### src/sv/pkpu_pkg.sv
// Package for the PKCS#7 pad/unpad stream core.
// Holds the byte width, the mode and status codes and the control struct shared by the
// top level and the hold cells. No dependencies.
package pkpu_pkg;

   localparam int BYTE_W = 8;

   // Mode register codes.
   localparam logic MODE_PAD   = 1'b0;
   localparam logic MODE_UNPAD = 1'b1;

   // Status codes on the final transaction of a message.
   localparam logic STATUS_OK  = 1'b0;
   localparam logic STATUS_BAD = 1'b1;

   // Control handed from the sequencer to every hold cell in the chain.
   typedef struct packed {
      logic              shift;
      logic [BYTE_W-1:0] pad;
   } cell_ctrl_type;

endpackage

### src/sv/pkpu_req_if.sv
// Request channel interface of the PKCS#7 pad/unpad stream core.
// Carries valid, ready and one message byte with its framing flags.
// Depends on pkpu_pkg for the byte width.
interface pkpu_req_if;
   logic                       valid;
   logic                       ready;
   logic [pkpu_pkg::BYTE_W-1:0] data_byte;
   logic                       has_byte;
   logic                       last;

   modport source (output valid, output data_byte, output has_byte, output last,
                   input ready);
   modport sink   (input valid, input data_byte, input has_byte, input last,
                   output ready);
endinterface

// Response channel interface of the PKCS#7 pad/unpad stream core.
// Carries valid, ready, an output byte and the end-of-message status.
interface pkpu_rsp_if;
   logic                       valid;
   logic                       ready;
   logic [pkpu_pkg::BYTE_W-1:0] out_byte;
   logic                       byte_valid;
   logic                       end_of_message;
   logic                       status;

   modport source (output valid, output out_byte, output byte_valid,
                   output end_of_message, output status, input ready);
   modport sink   (input valid, input out_byte, input byte_valid,
                   input end_of_message, input status, output ready);
endinterface

### src/sv/pkpu_cell.sv
// One hold cell of the unpad chain: stores a byte and passes it on when the chain shifts.
// Also flags whether its byte breaks the pad when it lies inside the pad region.
// Depends on pkpu_pkg.
module pkpu_cell #(
   parameter int BLOCK_BYTES = 16,
   parameter int POS         = 0
) (
   input  logic                        clock,
   input  pkpu_pkg::cell_ctrl_type     ctrl,
   input  logic [pkpu_pkg::BYTE_W-1:0] shift_in,
   output logic [pkpu_pkg::BYTE_W-1:0] hold_out,
   output logic                        mismatch
);

   logic [pkpu_pkg::BYTE_W-1:0] byte_ff;
   logic [pkpu_pkg::BYTE_W-1:0] byte_in;
   logic                        in_pad;

   assign byte_in  = ctrl.shift ? shift_in : byte_ff;
   assign hold_out = byte_ff;

   // The cell is a pad byte when its distance from the newest cell is below the pad count.
   assign in_pad   = ({1'b0, ctrl.pad} + (pkpu_pkg::BYTE_W+1)'(POS))
                     >= (pkpu_pkg::BYTE_W+1)'(BLOCK_BYTES);
   assign mismatch = in_pad && (byte_ff != ctrl.pad);

   always_ff @(posedge clock) begin
      byte_ff <= byte_in;
   end

endmodule

### src/sv/pkcs7_pad_unpad_stream_core.sv
// PKCS#7 pad/unpad stream core.
//
// req (sink): one transaction per message byte; has_byte marks a real byte and last ends
// the message, so a transaction with has_byte low and last high is a bare end marker.
// rsp (source): one transaction per output byte, plus the end-of-message transaction in
// unpad mode (in pad mode the last pad byte ends the message). csr_wen/csr_wdata write
// the mode bit while idle (0 pads, 1 checks and strips the pad); such a write also drops
// any partial message. Bytes stream at one transaction per cycle while the core is idle
// and the output register is free to take one, and leave through the output register.
// At the end of a message pad mode sends its pad bytes (1 to BLOCK_BYTES); unpad mode
// spends a check step, then, if the pad is good, sends each remaining data byte, and then
// the status transaction. req.ready is low during that burst. In unpad mode the newest
// BLOCK_BYTES bytes wait in a chain of hold cells; bytes of earlier blocks leave before
// the check, so a status of 1 tells the receiver to discard the message.
// Reset is synchronous: mode returns to padding, the message counters clear and the
// output register empties. When rsp.ready is low the output register holds its
// transaction and req.ready falls until it is taken.
// Depends on pkpu_pkg, pkpu_req_if, pkpu_rsp_if and pkpu_cell.
module pkcs7_pad_unpad_stream_core #(
   parameter int BLOCK_BYTES = 16
) (
   input  logic                         clock,
   input  logic                         reset,
   pkpu_req_if.sink                     req,
   pkpu_rsp_if.source                   rsp,
   input  logic                         csr_wen,
   input  logic                         csr_wdata
);

   localparam int BW    = pkpu_pkg::BYTE_W;
   localparam int CNT_W = $clog2(BLOCK_BYTES + 1);
   localparam int PH_W  = $clog2(BLOCK_BYTES);

   typedef enum logic [1:0] {
      ST_IDLE,
      ST_PAD,
      ST_CHECK,
      ST_FLUSH
   } state_type;

   state_type           state_ff, state_in;
   logic                mode_ff, mode_in;
   logic [CNT_W-1:0]    count_ff, count_in;
   logic [PH_W-1:0]     phase_ff, phase_in;
   logic                seen_ff, seen_in;
   logic [CNT_W-1:0]    left_ff, left_in;
   logic [BW-1:0]       pad_val_ff, pad_val_in;
   logic                ok_ff, ok_in;
   logic                rsp_valid_ff, rsp_valid_in;
   logic [BW-1:0]       out_byte_ff, out_byte_in;
   logic                byte_valid_ff, byte_valid_in;
   logic                eom_ff, eom_in;
   logic                status_ff, status_in;

   pkpu_pkg::cell_ctrl_type cell_ctrl;
   logic [BW-1:0]           tail_byte;
   logic [BW-1:0]           hold [BLOCK_BYTES];
   logic [BLOCK_BYTES-1:0]  mism;

   logic            slot_free;
   logic            accept;
   logic [PH_W-1:0] phase_next;
   logic [BW-1:0]   newest;
   logic            pad_in_range;

   genvar gi;
   generate
      for (gi = 0; gi < BLOCK_BYTES; gi++) begin : g_chain
         logic [BW-1:0] shift_src;
         if (gi == BLOCK_BYTES - 1) begin : g_tail
            assign shift_src = tail_byte;
         end else begin : g_body
            assign shift_src = hold[gi+1];
         end
         pkpu_cell #(
            .BLOCK_BYTES (BLOCK_BYTES),
            .POS         (gi)
         ) u_cell (
            .clock    (clock),
            .ctrl     (cell_ctrl),
            .shift_in (shift_src),
            .hold_out (hold[gi]),
            .mismatch (mism[gi])
         );
      end
   endgenerate

   assign slot_free  = !rsp_valid_ff || rsp.ready;
   assign req.ready  = (state_ff == ST_IDLE) && slot_free;
   assign accept     = req.valid && req.ready;
   assign phase_next = (phase_ff == PH_W'(BLOCK_BYTES - 1)) ? '0 : phase_ff + 1'b1;
   assign newest     = hold[BLOCK_BYTES-1];
   assign pad_in_range = (newest != '0) && ({1'b0, newest} <= (BW+1)'(BLOCK_BYTES));

   always_comb begin
      state_in      = state_ff;
      mode_in       = mode_ff;
      count_in      = count_ff;
      phase_in      = phase_ff;
      seen_in       = seen_ff;
      left_in       = left_ff;
      pad_val_in    = pad_val_ff;
      ok_in         = ok_ff;
      rsp_valid_in  = rsp.ready ? 1'b0 : rsp_valid_ff;
      out_byte_in   = out_byte_ff;
      byte_valid_in = byte_valid_ff;
      eom_in        = eom_ff;
      status_in     = status_ff;
      tail_byte     = req.data_byte;
      cell_ctrl.shift = 1'b0;
      cell_ctrl.pad   = newest;

      unique case (state_ff)
         ST_IDLE: begin
            if (csr_wen) begin
               mode_in  = csr_wdata;
               count_in = '0;
               phase_in = '0;
               seen_in  = 1'b0;
            end else if (accept) begin
               if (req.has_byte) begin
                  phase_in = phase_next;
                  seen_in  = 1'b1;
                  if (mode_ff == pkpu_pkg::MODE_PAD) begin
                     rsp_valid_in  = 1'b1;
                     out_byte_in   = req.data_byte;
                     byte_valid_in = 1'b1;
                     eom_in        = 1'b0;
                     status_in     = pkpu_pkg::STATUS_OK;
                  end else begin
                     cell_ctrl.shift = 1'b1;
                     if (count_ff == CNT_W'(BLOCK_BYTES)) begin
                        // The oldest held byte falls out of the chain as the new one enters.
                        rsp_valid_in  = 1'b1;
                        out_byte_in   = hold[0];
                        byte_valid_in = 1'b1;
                        eom_in        = 1'b0;
                        status_in     = pkpu_pkg::STATUS_OK;
                     end else begin
                        count_in = count_ff + 1'b1;
                     end
                  end
               end
               if (req.last) begin
                  if (mode_ff == pkpu_pkg::MODE_PAD) begin
                     pad_val_in = BW'(BLOCK_BYTES) - BW'(req.has_byte ? phase_next : phase_ff);
                     left_in    = CNT_W'(BLOCK_BYTES)
                                  - CNT_W'(req.has_byte ? phase_next : phase_ff);
                     state_in   = ST_PAD;
                  end else begin
                     state_in   = ST_CHECK;
                  end
               end
            end
         end
         ST_PAD: begin
            if (slot_free) begin
               rsp_valid_in  = 1'b1;
               out_byte_in   = pad_val_ff;
               byte_valid_in = 1'b1;
               eom_in        = (left_ff == CNT_W'(1));
               status_in     = pkpu_pkg::STATUS_OK;
               left_in       = left_ff - 1'b1;
               if (left_ff == CNT_W'(1)) begin
                  count_in = '0;
                  phase_in = '0;
                  seen_in  = 1'b0;
                  state_in = ST_IDLE;
               end
            end
         end
         ST_CHECK: begin
            ok_in    = seen_ff && (phase_ff == '0) && (count_ff == CNT_W'(BLOCK_BYTES))
                       && pad_in_range && !(|mism);
            left_in  = CNT_W'(BLOCK_BYTES) - CNT_W'(newest);
            state_in = ST_FLUSH;
         end
         ST_FLUSH: begin
            if (slot_free) begin
               rsp_valid_in = 1'b1;
               if (ok_ff && (left_ff != '0)) begin
                  out_byte_in     = hold[0];
                  byte_valid_in   = 1'b1;
                  eom_in          = 1'b0;
                  status_in       = pkpu_pkg::STATUS_OK;
                  tail_byte       = '0;
                  cell_ctrl.shift = 1'b1;
                  left_in         = left_ff - 1'b1;
               end else begin
                  out_byte_in   = '0;
                  byte_valid_in = 1'b0;
                  eom_in        = 1'b1;
                  status_in     = ok_ff ? pkpu_pkg::STATUS_OK : pkpu_pkg::STATUS_BAD;
                  count_in      = '0;
                  phase_in      = '0;
                  seen_in       = 1'b0;
                  state_in      = ST_IDLE;
               end
            end
         end
         default: begin
            state_in = ST_IDLE;
         end
      endcase
   end

   always_ff @(posedge clock) begin
      if (reset) begin
         state_ff     <= ST_IDLE;
         mode_ff      <= 1'b0;
         count_ff     <= '0;
         phase_ff     <= '0;
         seen_ff      <= 1'b0;
         rsp_valid_ff <= 1'b0;
      end else begin
         state_ff     <= state_in;
         mode_ff      <= mode_in;
         count_ff     <= count_in;
         phase_ff     <= phase_in;
         seen_ff      <= seen_in;
         rsp_valid_ff <= rsp_valid_in;
      end
      left_ff       <= left_in;
      pad_val_ff    <= pad_val_in;
      ok_ff         <= ok_in;
      out_byte_ff   <= out_byte_in;
      byte_valid_ff <= byte_valid_in;
      eom_ff        <= eom_in;
      status_ff     <= status_in;
   end

   assign rsp.valid          = rsp_valid_ff;
   assign rsp.out_byte       = out_byte_ff;
   assign rsp.byte_valid     = byte_valid_ff;
   assign rsp.end_of_message = eom_ff;
   assign rsp.status         = status_ff;

endmodule

### src/flat_wrapper.sv
// flat-port wrapper written by rule: the top's interface ports become plain ports
module pkcs7_pad_unpad_stream_core_flat 
#(
   parameter int BLOCK_BYTES = 16
)
  (clock, reset, csr_wen, csr_wdata, req_valid, req_data_byte, req_has_byte, req_last, req_ready, rsp_valid, rsp_out_byte, rsp_byte_valid, rsp_end_of_message, rsp_status, rsp_ready);
  pkpu_req_if req_i ();
  pkpu_rsp_if rsp_i ();
  input  logic clock;
  input  logic reset;
  input  logic csr_wen;
  input  logic csr_wdata;
  input wire logic [$bits(req_i.valid)-1:0] req_valid;
  input wire logic [$bits(req_i.data_byte)-1:0] req_data_byte;
  input wire logic [$bits(req_i.has_byte)-1:0] req_has_byte;
  input wire logic [$bits(req_i.last)-1:0] req_last;
  output wire logic [$bits(req_i.ready)-1:0] req_ready;
  output wire logic [$bits(rsp_i.valid)-1:0] rsp_valid;
  output wire logic [$bits(rsp_i.out_byte)-1:0] rsp_out_byte;
  output wire logic [$bits(rsp_i.byte_valid)-1:0] rsp_byte_valid;
  output wire logic [$bits(rsp_i.end_of_message)-1:0] rsp_end_of_message;
  output wire logic [$bits(rsp_i.status)-1:0] rsp_status;
  input wire logic [$bits(rsp_i.ready)-1:0] rsp_ready;
  assign req_i.valid = req_valid;
  assign req_i.data_byte = req_data_byte;
  assign req_i.has_byte = req_has_byte;
  assign req_i.last = req_last;
  assign req_ready = req_i.ready;
  assign rsp_valid = rsp_i.valid;
  assign rsp_out_byte = rsp_i.out_byte;
  assign rsp_byte_valid = rsp_i.byte_valid;
  assign rsp_end_of_message = rsp_i.end_of_message;
  assign rsp_status = rsp_i.status;
  assign rsp_i.ready = rsp_ready;
  pkcs7_pad_unpad_stream_core #(.BLOCK_BYTES(BLOCK_BYTES)) u_core (.clock(clock), .reset(reset), .req(req_i), .rsp(rsp_i), .csr_wen(csr_wen), .csr_wdata(csr_wdata));
endmodule
### config.mk
export PLATFORM = sky130hd
export DESIGN_NAME = pkcs7_pad_unpad_stream_core_flat
export DESIGN_NICKNAME = d
export VERILOG_FILES = /design/src/sv/pkpu_pkg.sv /design/src/sv/pkpu_req_if.sv /design/src/sv/pkpu_cell.sv /design/src/sv/pkcs7_pad_unpad_stream_core.sv /design/src/flat_wrapper.sv
export SDC_FILE = /design/constraint.sdc
export NUM_CORES = 1
export LEC_CHECK = 0
export BUFFER_PORTS_ARGS = -buffer_cell sky130_fd_sc_hd__buf_2
export CORE_MARGIN = 2
export CORE_UTILIZATION = 46
export CTS_CLUSTER_DIAMETER = 30
export DETAILED_ROUTE_END_ITERATION = 12
export PLACE_DENSITY = 0.65
export REMOVE_ABC_BUFFERS = 1
export SLEW_MARGIN = 20
export SYNTH_ARGS = -nofsm -noshare
export SYNTH_HDL_FRONTEND = slang
export SYNTH_SLANG_ARGS = --single-unit
### constraint.sdc
create_clock -name clock -period 12.8 [get_ports clock]
set_input_delay 2.56 -clock clock [delete_from_list [all_inputs] [get_ports clock]]
set_output_delay 2.56 -clock clock [all_outputs]
set_load 0.02 [all_outputs]
==> reports/summary.json, run 1 <==
{
  "status": {"value": "finished clean"},
  "worst_path_most_repeated_cell": {"value": "buf_2"},
  "antenna_found_initial": {"value": 0},
  "netlist-cell-type-count": {"value": 60},
  "synth_enable_flop_cells": {"value": 150},
  "hold_start": {"value": "u_core.g_chain[2].u_cell.hold_out[4]$_DFFE_PP_"},
  "area_growth": {"value": 11.6, "unit": "%"},
  "post-cts-setup-buffer-count": {"value": 0},
  "htree_num_levels": {"value": 4},
  "finalCriticalPeriod": {"value": 5.83, "unit": "ns"},
  "critical_path.reg2reg.startpoint": {"value": "u_core.left_ff[0]$_DFFE_PP_"},
  "timing.critical_path.from": {"value": "rsp_ready"},
  "rows": {"value": 48},
  "worst_path_max_delay_cell": {"value": "nor2b_1"},
  "tns": {"value": 0, "unit": "ns"},
  "core_area": {"value": 17400, "unit": "um^2"},
  "power.share.switching": {"value": 28.1, "unit": "%"},
  "fin_worst_skew": {"value": 0.0116, "unit": "ns"},
  "hold_buffers": {"value": 0},
  "main_combinational_cell_family_by_area_after_synthesis": {"value": "XOR/XNOR gates"},
  "cts_tree": {"value": "built"},
  "cts_root_buffer_type": {"value": "clkbuf_16"},
  "dp.cells": {"value": 904},
  "path_max_fanout": {"value": 7},
  "wire_length_per_cell": {"value": 18.6, "unit": "um"},
  "postSynth.asyncResetShare": {"value": 0, "unit": "%"},
  "power_density_relative_to_cell_area": {"value": 149, "unit": "nW/um^2"},
  "post_synthesis_compound_gate_area_fraction": {"value": 9.10, "unit": "%"},
  "die_h": {"value": 138, "unit": "um"},
  "cts_num_sinks": {"value": 164},
  "pin_count_of_the_biggest_net_entering_global_routing": {"value": 93},
  "cts-root-to-sink-buffers": {"value": 2},
  "first_global_vias": {"value": 5170},
  "synth.avg_cell_area": {"value": 12.3, "unit": "um^2"},
  "ir_worst_vdd": {"value": 111, "unit": "uV"},
  "synth_simple_gate_area_share": {"value": 11.4, "unit": "%"},
  "drtPass1Iterations": {"value": 7},
  "pre_cts_ws": {"value": 7.00, "unit": "ns"},
  "worst_pin_slew": {"value": 1.01, "unit": "ns"},
  "antennaDiodeCount": {"value": 0},
  "slowest_delay": {"value": 0.36, "unit": "ns"},
  "drt_iter0_drc": {"value": 433},
  "post_cts_resized": {"value": 0},
  "setup_viol": {"value": 0},
  "timing.critical_path.arrival": {"value": 3.27, "unit": "ns"},
  "synthesis.area": {"value": 8230, "unit": "um^2"},
  "synth.yosys.seq_area_share": {"value": 58.1, "unit": "%"},
  "critical_path.cell_chain": {"value": "buf_2 -> nor2b_1 -> nor2_1 -> buf_2"},
  "numCtsBuffers": {"value": 17},
  "synth.ff_latch_count": {"value": 164},
  "slew_headroom": {"value": 32.1, "unit": "%"},
  "unrepaired_setup_endpoints_after_global_routing": {"value": "false"},
  "worst_ep_required_time": {"value": 10.24, "unit": "ns"},
  "cap_viol_max_count": {"value": 0},
  "proportion_of_synthesized_area_in_mux_cells": {"value": 0.365, "unit": "%"},
  "grt.total_usage": {"value": 19.4, "unit": "%"},
  "clkLatencyLatePin": {"value": 0.43, "unit": "ns"},
  "timing.critical_path.to_type": {"value": "output port"},
  "cpLargestDelayFamily": {"value": "simple AND/OR/NAND/NOR gates"},
  "max_clock_freq": {"value": 172, "unit": "MHz"},
  "finalMaxSlewViolations": {"value": 0},
  "seq_power_share": {"value": 48.0, "unit": "%"},
  "global_route_total_overflow": {"value": 0},
  "total_leakage_power": {"value": 0.00303, "unit": "uW"},
  "grt_pass1_wl": {"value": 27500, "unit": "um"},
  "route.final.wire_length": {"value": 17400, "unit": "um"},
  "path_buf_inv": {"value": 2},
  "final.period_utilization": {"value": 45.5, "unit": "%"},
  "synthesis.instances": {"value": 670},
  "final-instance-count-excl-fill": {"value": 936},
  "num_io_pins": {"value": 29},
  "sw_power": {"value": 383, "unit": "uW"},
  "post-dp-hpwl": {"value": 11300, "unit": "um"},
  "synth_fa_ha_area_share": {"value": 3.65, "unit": "%"},
  "fin_worst_hold_slack": {"value": 0.463, "unit": "ns"},
  "synth.yosys.warnings": {"value": 0},
  "gpl_congestion": {"value": 0.931},
  "power.share.combinational": {"value": 16.6, "unit": "%"},
  "buffer_ports.inserted": {"value": 28},
  "final.setup.worst_slack": {"value": 6.97, "unit": "ns"},
  "timing.setup.critical_path_class": {"value": "in2out"},
  "die_width": {"value": 138, "unit": "um"},
  "synth_top_cells_by_area": {"value": "edfxtp_1, xnor2_1, ha_1"},
  "synthXorXnorAreaFrac": {"value": 14.6, "unit": "%"},
  "synth-main-ff-cell": {"value": "edfxtp_1"},
  "internal_power": {"value": 983, "unit": "uW"},
  "p_total": {"value": 1370, "unit": "uW"},
  "nNetsFinal": {"value": 738},
  "yosys.area.top_type_share": {"value": 54.7, "unit": "%"},
  "fraction_of_layout_cells_with_a_size_suffix_above_1": {"value": 10.8, "unit": "%"},
  "cp-start-kind": {"value": "primary input"},
  "hp-class": {"value": "reg2reg"},
  "num_vias": {"value": 5359},
  "drc_errors": {"value": 0},
  "detail_route.vias_per_cell": {"value": 5.73},
  "finalHoldViolCount": {"value": 0},
  "clk_transition_reported_paths": {"value": 0.06, "unit": "ns"},
  "antenna_violating_nets_left": {"value": 0},
  "power.share.clock": {"value": 35.4, "unit": "%"},
  "yosys.area.top_type": {"value": "edfxtp_1"},
  "initial_utilization": {"value": 47.3, "unit": "%"},
  "die_area": {"value": 19000, "unit": "um^2"}
}
## cell usage after synthesis (2+ instances only)
master     number
o21ai_1         3
a41oi_1         2
nand4_1        27
nor2_1         38
or3_1           5
buf_1           8
a311oi_1        4
inv_1          28
o32ai_1         2
dfxtp_1        14
xor2_1         24
a32oi_1         2
xnor2_1       113
and2_1         11
a22o_1          4
a221oi_1        4
and4_1          2
o22ai_1         3
o21a_1          2
o211ai_1        2
o21ai_0        15
a21oi_1        34
edfxtp_1      150
nor3_1          8
mux2i_1         3
a21boi_0        3
o2111ai_1       3
nand2b_1        5
nor2b_1        14
a31oi_1         6
nand3_1        11
nand2_1        29
and3_1          3
a211oi_1        5
clkbuf_1       17
buf_2           5
and3b_1         2
ha_1           24
a222oi_1        5
nor4_1         10
## path summary, 6_finish.rpt
| kind | depth (start not counted) | slack (ns) | endpoint |
|---|---|---|---|
| worst min-delay path | 0 | 0.46 | u_core.g_chain[1].u_cell.hold_out[4]$_DFFE_PP_ |
| worst min register to register | 0 | 0.46 | u_core.g_chain[1].u_cell.hold_out[4]$_DFFE_PP_ |
| worst max-delay path | 4 | 6.97 | req_ready |
| worst max register to register | 7 | 9.61 | u_core.g_chain[14].u_cell.hold_out[5]$_DFFE_PP_ |
## cells by family after synthesis
kind of cell | count (synthesis)
adders and majority gates | 24
DFF | 164
and+or+nand+nor | 174
buffers and inverters | 59
xor gates and xnor gates | 137
AOI/OAI and AO/OA | 109
muxes | 3
## area by class of cell
type / count / area [um^2]
Clock inverter: 14 / 126
Fill cell: 1461 / 8230
Multi-Input combinational cell: 447 / 3230
Clock buffer: 18 / 429
Tap cell: 225 / 282
Timing Repair Buffer: 39 / 226
Inverter: 29 / 109
Sequential cell: 164 / 4780
## layer usage
| metal | vias to the layer above | routed length (um) | global-route usage [%] |
|---|---|---|---|
| met5 | - | 0 | 0 |
| met4 | 0 | 281 | 7.09 |
| met3 | 24 | 879 | 4.23 |
| met2 | 174 | 8420 | 31.4 |
| met1 | 2649 | 7830 | 25.8 |
| li1 | 2512 | - | - |
## power groups by stage
stage	clock network [uW]	logic, uW	registers [uW]
finish	484	226	657
global route	513	250	660
CTS	491	224	656
detailed placement	0	222	667
global placement	0	215	665
floorplan	0	139	686
## metrics by stage
step           util [%]  instance area (um^2)
3_5_place_dp       49.5                  8630
5_1_grt            52.8                  9190
6_report           52.8                  9190
3_3_place_gp       49.5                  8630
4_1_cts            52.7                  9190
2_1_floorplan         -                  8110
## worst reg2reg max path, delay by kind of cell (launching register included)
family          cells  cell delay, ns
flops               1            0.39
compound gates      1            0.24
simple gates        2            0.67
fa+ha+maj           1            0.24
buf+inv             3            1.13
## placed cells by master, fill, tap and decap left out, drive strengths merged, types with 3 or more instances in the layout
cell type and instances:
o2111ai 3, a221oi 4, clkbuf 18, a31oi 6, a32oi 3, inv 33, nand4 28, a222oi 5
a311oi 4, xor2 24, nand3 11, dfxtp 14, nor4 10, or3 5, clkinv 7, nor3 8
xnor2 113, nor2 38, and3 3, edfxtp 150, nor2b 14, mux2i 3, a21boi 3, a22o 4
o21ai 18, buf 39, nand2b 5, or2 3, nand2 29, ha 24, and2 11, a21oi 34
o22ai 3, a211oi 5
## state kept, by name, summed over array words and instances (netlist names)
name                            cells
u_core.rsp.byte_valid               1
u_core.rsp.valid                    1
u_core.ok_ff                        1
u_core.rsp.status                   1
u_core.seen_ff                      1
u_core.rsp.out_byte                 8
u_core.g_chain.u_cell.hold_out    128
u_core.rsp.end_of_message           1
u_core.left_ff                      5
u_core.pad_val_ff                   5
u_core.state_ff                     2
u_core.mode_ff                      1
u_core.count_ff                     5
u_core.phase_ff                     4
(Power assumes the default switching activity.)
==> run 2: changes to the inputs <==
==> constraint.sdc (replaced) <==
create_clock -name clock -period 5.65 [get_ports clock]
set_input_delay 1.13 -clock clock [delete_from_list [all_inputs] [get_ports clock]]
set_output_delay 1.13 -clock clock [all_outputs]
set_load 0.02 [all_outputs]
==> run 2 against run 1 <==
Against the previous run:
- flip-flop and latch count unchanged
- clock power increased by 120%
- sequential power increased by 130%
- hold slack improved by 0.0074 ns
- first-iteration DRC count decreased by 4.2%
- sequential share of layout area increased by 0.064 points
- register-to-register slack got worse by 7.1 ns
- clock-buffer cell count decreased by 1
- non-clock buffer count decreased by 1
- final area decreased by 0.12%
- clock skew decreased by 0.0036 ns
- die area unchanged
- largest power group unchanged
==> reports/summary.json, run 2 (synthesized netlist as in run 1, its figures left out) <==
{
  "status": {"value": "finished clean"},
  "buffer_ports.inserted": {"value": 28},
  "worst_ep_required_time": {"value": 4.52, "unit": "ns"},
  "die_area": {"value": 19000, "unit": "um^2"},
  "htree_num_levels": {"value": 4},
  "timing.setup.critical_path_class": {"value": "reg2out"},
  "finalCriticalPeriod": {"value": 3.24, "unit": "ns"},
  "antenna_violating_nets_left": {"value": 0},
  "drc_errors": {"value": 0},
  "cp-start-kind": {"value": "flop"},
  "grt.total_usage": {"value": 19.4, "unit": "%"},
  "finalHoldViolCount": {"value": 0},
  "drtPass1Iterations": {"value": 7},
  "wire_length_per_cell": {"value": 18.8, "unit": "um"},
  "timing.critical_path.arrival": {"value": 2.11, "unit": "ns"},
  "total_leakage_power": {"value": 0.00301, "unit": "uW"},
  "mostFrequentLayoutCells": {"value": "edfxtp_1, xnor2_1, nor2_1, a21oi_1, nand2_1"},
  "cap_viol_max_count": {"value": 0},
  "nFillCells": {"value": 1499},
  "dp.cells": {"value": 903},
  "slowest_delay": {"value": 0.50, "unit": "ns"},
  "core_area": {"value": 17400, "unit": "um^2"},
  "initial_utilization": {"value": 47.3, "unit": "%"},
  "hold_buffers": {"value": 0},
  "post-cts-setup-buffer-count": {"value": 0},
  "num_vias": {"value": 5358},
  "final-instance-count-excl-fill": {"value": 935},
  "timing.critical_path.to_type": {"value": "output port"},
  "cts_root_buffer_type": {"value": "clkbuf_16"},
  "antenna_found_initial": {"value": 0},
  "rows": {"value": 48},
  "slew_headroom": {"value": 27.5, "unit": "%"},
  "cts_tree": {"value": "built"},
  "numCtsBuffers": {"value": 17},
  "die_h": {"value": 138, "unit": "um"},
  "power_density_relative_to_cell_area": {"value": 334, "unit": "nW/um^2"},
  "ir_worst_vdd": {"value": 376, "unit": "uV"},
  "cts_num_sinks": {"value": 164},
  "die_width": {"value": 138, "unit": "um"},
  "layout.cells.most_common": {"value": "edfxtp_1"},
  "dpl-instance-area": {"value": 8630, "unit": "um^2"},
  "clkLatencyLatePin": {"value": 0.42, "unit": "ns"},
  "path_max_fanout": {"value": 15},
  "worstReg2RegEnd": {"value": "u_core.g_chain[12].u_cell.hold_out[5]$_DFFE_PP_"},
  "num_io_pins": {"value": 29},
  "fin_worst_skew": {"value": 0.00804, "unit": "ns"},
  "r2r_setup_slack": {"value": 2.50, "unit": "ns"},
  "worst_pin_slew": {"value": 1.08, "unit": "ns"},
  "worstSetupEndpoint": {"value": "req_ready"},
  "area_growth": {"value": 11.5, "unit": "%"},
  "nNetsFinal": {"value": 737},
  "antennaDiodeCount": {"value": 0},
  "p_total": {"value": 3070, "unit": "uW"},
  "worst_path_max_delay_cell": {"value": "ha_1"},
  "final.period_utilization": {"value": 57.3, "unit": "%"},
  "grt_pass1_wl": {"value": 27500, "unit": "um"},
  "setup_viol": {"value": 0},
  "final.setup.worst_slack": {"value": 2.41, "unit": "ns"},
  "max_clock_freq": {"value": 309, "unit": "MHz"},
  "detail_route.vias_per_cell": {"value": 5.73},
  "route.final.wire_length": {"value": 17600, "unit": "um"},
  "hp-class": {"value": "reg2reg"},
  "cts-root-to-sink-buffers": {"value": 2},
  "pin_count_of_the_biggest_net_entering_global_routing": {"value": 100},
  "drt_iter0_drc": {"value": 415},
  "post-dp-hpwl": {"value": 11600, "unit": "um"},
  "hold_start": {"value": "u_core.g_chain[9].u_cell.hold_out[0]$_DFFE_PP_"},
  "timing.critical_path.from": {"value": "u_core.state_ff[0]$_SDFFE_PP0P_"},
  "first_global_vias": {"value": 5207},
  "global_route_total_overflow": {"value": 0},
  "critical_path.cell_chain": {"value": "inv_1 -> ha_1 -> clkinv_1 -> nor2_1 -> buf_2"},
  "critical_path.reg2reg.startpoint": {"value": "u_core.left_ff[0]$_DFFE_PP_"},
  "final_area": {"value": 9180, "unit": "um^2"},
  "reg2regPathDepth": {"value": 6},
  "unrepaired_setup_endpoints_after_global_routing": {"value": "false"},
  "gpl_congestion": {"value": 0.920},
  "largest_reg_flops": {"value": 128},
  "clk_transition_reported_paths": {"value": 0.06, "unit": "ns"},
  "pre_cts_ws": {"value": 2.06, "unit": "ns"},
  "fraction_of_layout_cells_with_a_size_suffix_above_1": {"value": 10.1, "unit": "%"},
  "finalMaxSlewViolations": {"value": 0},
  "post_cts_resized": {"value": 0}
}
## run 2: worst min path at each step
| stage | to | slack, ns | cells after the start |
|---|---|---|---|
| after CTS | u_core.g_chain[6].u_cell.hold_out[5]$_DFFE_PP_ | 0.47 | 0 |
| after global routing | u_core.g_chain[8].u_cell.hold_out[0]$_DFFE_PP_ | 0.48 | 0 |
| after floorplan | u_core.count_ff[4]$_SDFFE_PP0P_ | 0.45 | 2 |
| after detailed placement | u_core.g_chain[6].u_cell.hold_out[5]$_DFFE_PP_ | 0.45 | 0 |
| after global placement | u_core.g_chain[6].u_cell.hold_out[5]$_DFFE_PP_ | 0.45 | 0 |
| final | u_core.g_chain[8].u_cell.hold_out[0]$_DFFE_PP_ | 0.47 | 0 |
## run 2: where the power goes
part | internal, uW | switching (uW)
registers | 1440 | 52.7
clock network | 599 | 464
logic | 181 | 333
total | 2220 | 849
## run 2: per-stage QoR
stage	util, %	TNS, ns	hold slack, ns
after floorplan	-	-353.70	0.447
after global placement	49.6	0	0.453
after detailed placement	49.6	0	0.454
after CTS	52.7	0	0.470
after global routing	52.7	0	0.476
final	52.7	0	0.471
## run 2: layer usage
layer  up-vias  share of wire [%]  track usage, %  routed length, um
li1       2502                  -               -                  -
met1      2689                 46            25.7               8030
met2       149                 48            31.6               8470
met3        18                4.8            4.75                847
met4         0                1.2            5.67                206
met5         -                  0               0                  0
## run 2: layout make-up
type                       count  area [um^2]  area share [%]
timing repair buffer          38          228            2.48
clock inverter                15          118            1.28
sequential                   164         4780            52.1
clock buffer                  17          425            4.64
inverter                      29          109            1.19
multi-input combinational    447         3230            35.2
tap                          225          282            3.07
## run 2: critical path, delay by kind of cell (launching register included)
| family | cells | cell delay [ns] |
|---|---|---|
| and+or+nand+nor | 1 | 0.17 |
| adders and majority gates | 1 | 0.50 |
| DFF | 1 | 0.33 |
| buffers and inverters | 3 | 0.69 |
==> run 3: changes to the inputs <==
--- a/config.mk
+++ b/config.mk
@@ -10,7 +10,7 @@
 export CORE_UTILIZATION = 46
 export CTS_CLUSTER_DIAMETER = 30
 export DETAILED_ROUTE_END_ITERATION = 12
-export PLACE_DENSITY = 0.65
+export PLACE_DENSITY = 0.67
 export REMOVE_ABC_BUFFERS = 1
 export SLEW_MARGIN = 20
 export SYNTH_ARGS = -nofsm -noshare
==> constraint.sdc (replaced) <==
create_clock -name clock -period 2.6 [get_ports clock]
set_input_delay 0.52 -clock clock [delete_from_list [all_inputs] [get_ports clock]]
set_output_delay 0.52 -clock clock [all_outputs]
set_load 0.02 [all_outputs]
==> run 3 against run 2 <==
Against the previous run:
- routed wire length increased by 4.5%
- critical path depth up 3
- flip-flop and latch count stayed put
- total power up 130%
- setup slack got worse by 2.3 ns
- via count grew 0.69%
- sequential share of layout area down 1.5 points
- die area is the same
- cell count rose by 2.6%
- clock-buffer cell count increased by 2
- critical endpoint is now u_core.count_ff[4]$_SDFFE_PP0P_
==> reports/summary.json, run 3 (synthesized netlist as in run 1, its figures left out) <==
{
  "status": {"value": "finished clean"},
  "area_growth": {"value": 14.8, "unit": "%"},
  "cpLargestDelayFamily": {"value": "simple AND/OR/NAND/NOR gates"},
  "global_route_total_overflow": {"value": 0},
  "clk_transition_reported_paths": {"value": 0.06, "unit": "ns"},
  "cts-root-to-sink-buffers": {"value": 2},
  "cts_num_sinks": {"value": 164},
  "wire_length_per_cell": {"value": 19.1, "unit": "um"},
  "core_area": {"value": 17400, "unit": "um^2"},
  "post-dp-hpwl": {"value": 13000, "unit": "um"},
  "final_util": {"value": 54.3, "unit": "%"},
  "initial_utilization": {"value": 47.3, "unit": "%"},
  "slowest_delay": {"value": 0.51, "unit": "ns"},
  "dp.cells": {"value": 927},
  "grt_pass1_wl": {"value": 28300, "unit": "um"},
  "final.setup.worst_slack": {"value": 0.107, "unit": "ns"},
  "slew_headroom": {"value": 55.7, "unit": "%"},
  "worst_path_max_delay_cell": {"value": "or4b_4"},
  "critical_path.cell_chain": {"value": "inv_1 -> ha_1 -> or4b_4 -> a32oi_4 -> nand4_4 -> or2_0 -> or3_1 -> a21oi_1"},
  "numCtsBuffers": {"value": 17},
  "cp-start-kind": {"value": "flop"},
  "die_width": {"value": 138, "unit": "um"},
  "cts_tree": {"value": "built"},
  "route.met3.wl": {"value": 845, "unit": "um"},
  "p_total": {"value": 6920, "unit": "uW"},
  "detail_route.vias_per_cell": {"value": 5.63},
  "cts_root_buffer_type": {"value": "clkbuf_16"},
  "unrepaired_setup_endpoints_after_global_routing": {"value": "false"},
  "worst_pin_slew": {"value": 0.660, "unit": "ns"},
  "tns": {"value": 0, "unit": "ns"},
  "num_vias": {"value": 5395},
  "route.met2.wl": {"value": 8780, "unit": "um"},
  "drt_iter0_drc": {"value": 358},
  "die_area": {"value": 19000, "unit": "um^2"},
  "r2r_setup_slack": {"value": 0.11, "unit": "ns"},
  "htree_num_levels": {"value": 4},
  "final.period_utilization": {"value": 95.9, "unit": "%"},
  "max_clock_freq": {"value": 401, "unit": "MHz"},
  "antenna_found_initial": {"value": 0},
  "buffer_ports.inserted": {"value": 28},
  "timing.critical_path.arrival": {"value": 2.84, "unit": "ns"},
  "fin_worst_skew": {"value": 0.0129, "unit": "ns"},
  "drt-met1-wl": {"value": 8490, "unit": "um"},
  "setup_viol": {"value": 0},
  "nFillCells": {"value": 1465},
  "worst_ep_required_time": {"value": 2.94, "unit": "ns"},
  "antennaDiodeCount": {"value": 0},
  "finalCriticalPeriod": {"value": 2.49, "unit": "ns"},
  "pin_count_of_the_biggest_net_entering_global_routing": {"value": 72},
  "mostFrequentLayoutCells": {"value": "edfxtp_1, xnor2_1, nor2_1, a21oi_1, buf_4"},
  "final-instance-count-excl-fill": {"value": 959},
  "drtPass1Iterations": {"value": 5},
  "gpl_congestion": {"value": 0.905},
  "num_io_pins": {"value": 29},
  "die_h": {"value": 138, "unit": "um"},
  "drc_errors": {"value": 0},
  "path_max_fanout": {"value": 3},
  "grt.total_usage": {"value": 20.0, "unit": "%"},
  "largest_reg_flops": {"value": 128},
  "hold_buffers": {"value": 0},
  "clkLatencyLatePin": {"value": 0.42, "unit": "ns"},
  "finalMaxSlewViolations": {"value": 0},
  "power_density_relative_to_cell_area": {"value": 731, "unit": "nW/um^2"},
  "fraction_of_layout_cells_with_a_size_suffix_above_1": {"value": 13.5, "unit": "%"},
  "timing.setup.critical_path_class": {"value": "reg2reg"},
  "antenna_violating_nets_left": {"value": 0},
  "hp-class": {"value": "in2reg"},
  "finalHoldViolCount": {"value": 0},
  "layout.cells.most_common": {"value": "edfxtp_1"},
  "pre_cts_ws": {"value": 0.0778, "unit": "ns"},
  "routed.top_layer": {"value": "met4"},
  "ir_worst_vdd": {"value": 626, "unit": "uV"},
  "cap_viol_max_count": {"value": 0},
  "total_leakage_power": {"value": 0.00317, "unit": "uW"},
  "route.final.wire_length": {"value": 18300, "unit": "um"},
  "first_global_vias": {"value": 5281},
  "timing.critical_path.to_type": {"value": "flop"},
  "path_buf_inv": {"value": 1},
  "nNetsFinal": {"value": 762},
  "rows": {"value": 48}
}
-- run 3: cell count changes in the layout (fill, tap and decap cells not counted), sizes merged --
cell,before,now
buf,38,63
clkinv,13,7
bufinv,1,3
clkbuf,17,19
inv,28,29
-- run 3: cell type report --
| cell class | instances | area [um^2] | area share [%] |
|---|---|---|---|
| Tap cell | 225 | 282 | 2.98 |
| Timing Repair Buffer | 63 | 453 | 4.79 |
| Sequential cell | 164 | 4780 | 50.6 |
| Clock inverter | 12 | 156 | 1.65 |
| Clock buffer | 19 | 433 | 4.58 |
| Multi-Input combinational cell | 447 | 3240 | 34.2 |
| Inverter | 29 | 109 | 1.15 |
-- run 3: repair_timing --
item | in CTS | in global routing
buffers inserted | 0 | 1
endpoints found under the setup margin | 0 | 4
gates resized for setup | 0 | 2
-- run 3: routing by layer --
metal | GRT usage (%) | up-vias
met5 | 0 | -
met4 | 5.90 | 0
met3 | 3.79 | 16
met2 | 31.9 | 149
met1 | 28.0 | 2669
li1 | - | 2561
-- run 3: through the flow --
stage                     hold WS (ns)  instance area (um^2)
after floorplan                  0.447                  8110
after global placement           0.454                  8850
after detailed placement         0.456                  8850
after CTS                        0.334                  9440
after global routing             0.363                  9460
final                            0.354                  9460
-- run 3: worst reg2reg max path: cells and delay by family (launching register included) --
kind                       cells  cell delay, ns
buffers and inverters          1            0.10
and+or+nand+nor                4            1.23
AOI/OAI and AO/OA              2            0.46
DFF                            1            0.42
adders and majority gates      1            0.20
-- run 3: worst paths after layout --
kind | startpoint | end | cells past startpoint
worst max-delay path | u_core.left_ff[0]$_DFFE_PP_ | u_core.count_ff[4]$_SDFFE_PP0P_ | 8
worst min-delay path | csr_wdata | u_core.mode_ff$_SDFFE_PP0P_ | 3
worst max register to register | u_core.left_ff[0]$_DFFE_PP_ | u_core.count_ff[4]$_SDFFE_PP0P_ | 8
worst min register to register | u_core.g_chain[9].u_cell.hold_out[4]$_DFFE_PP_ | u_core.g_chain[8].u_cell.hold_out[4]$_DFFE_PP_ | 0
-- run 3: power breakdown --
part / internal, uW / total [uW] / leakage, uW / switching (uW)
sequential: 3120 / 3240 / 0.00147 / 117
clock: 1510 / 2490 / 0.000279 / 988
combinational: 448 / 1180 / 0.00142 / 736
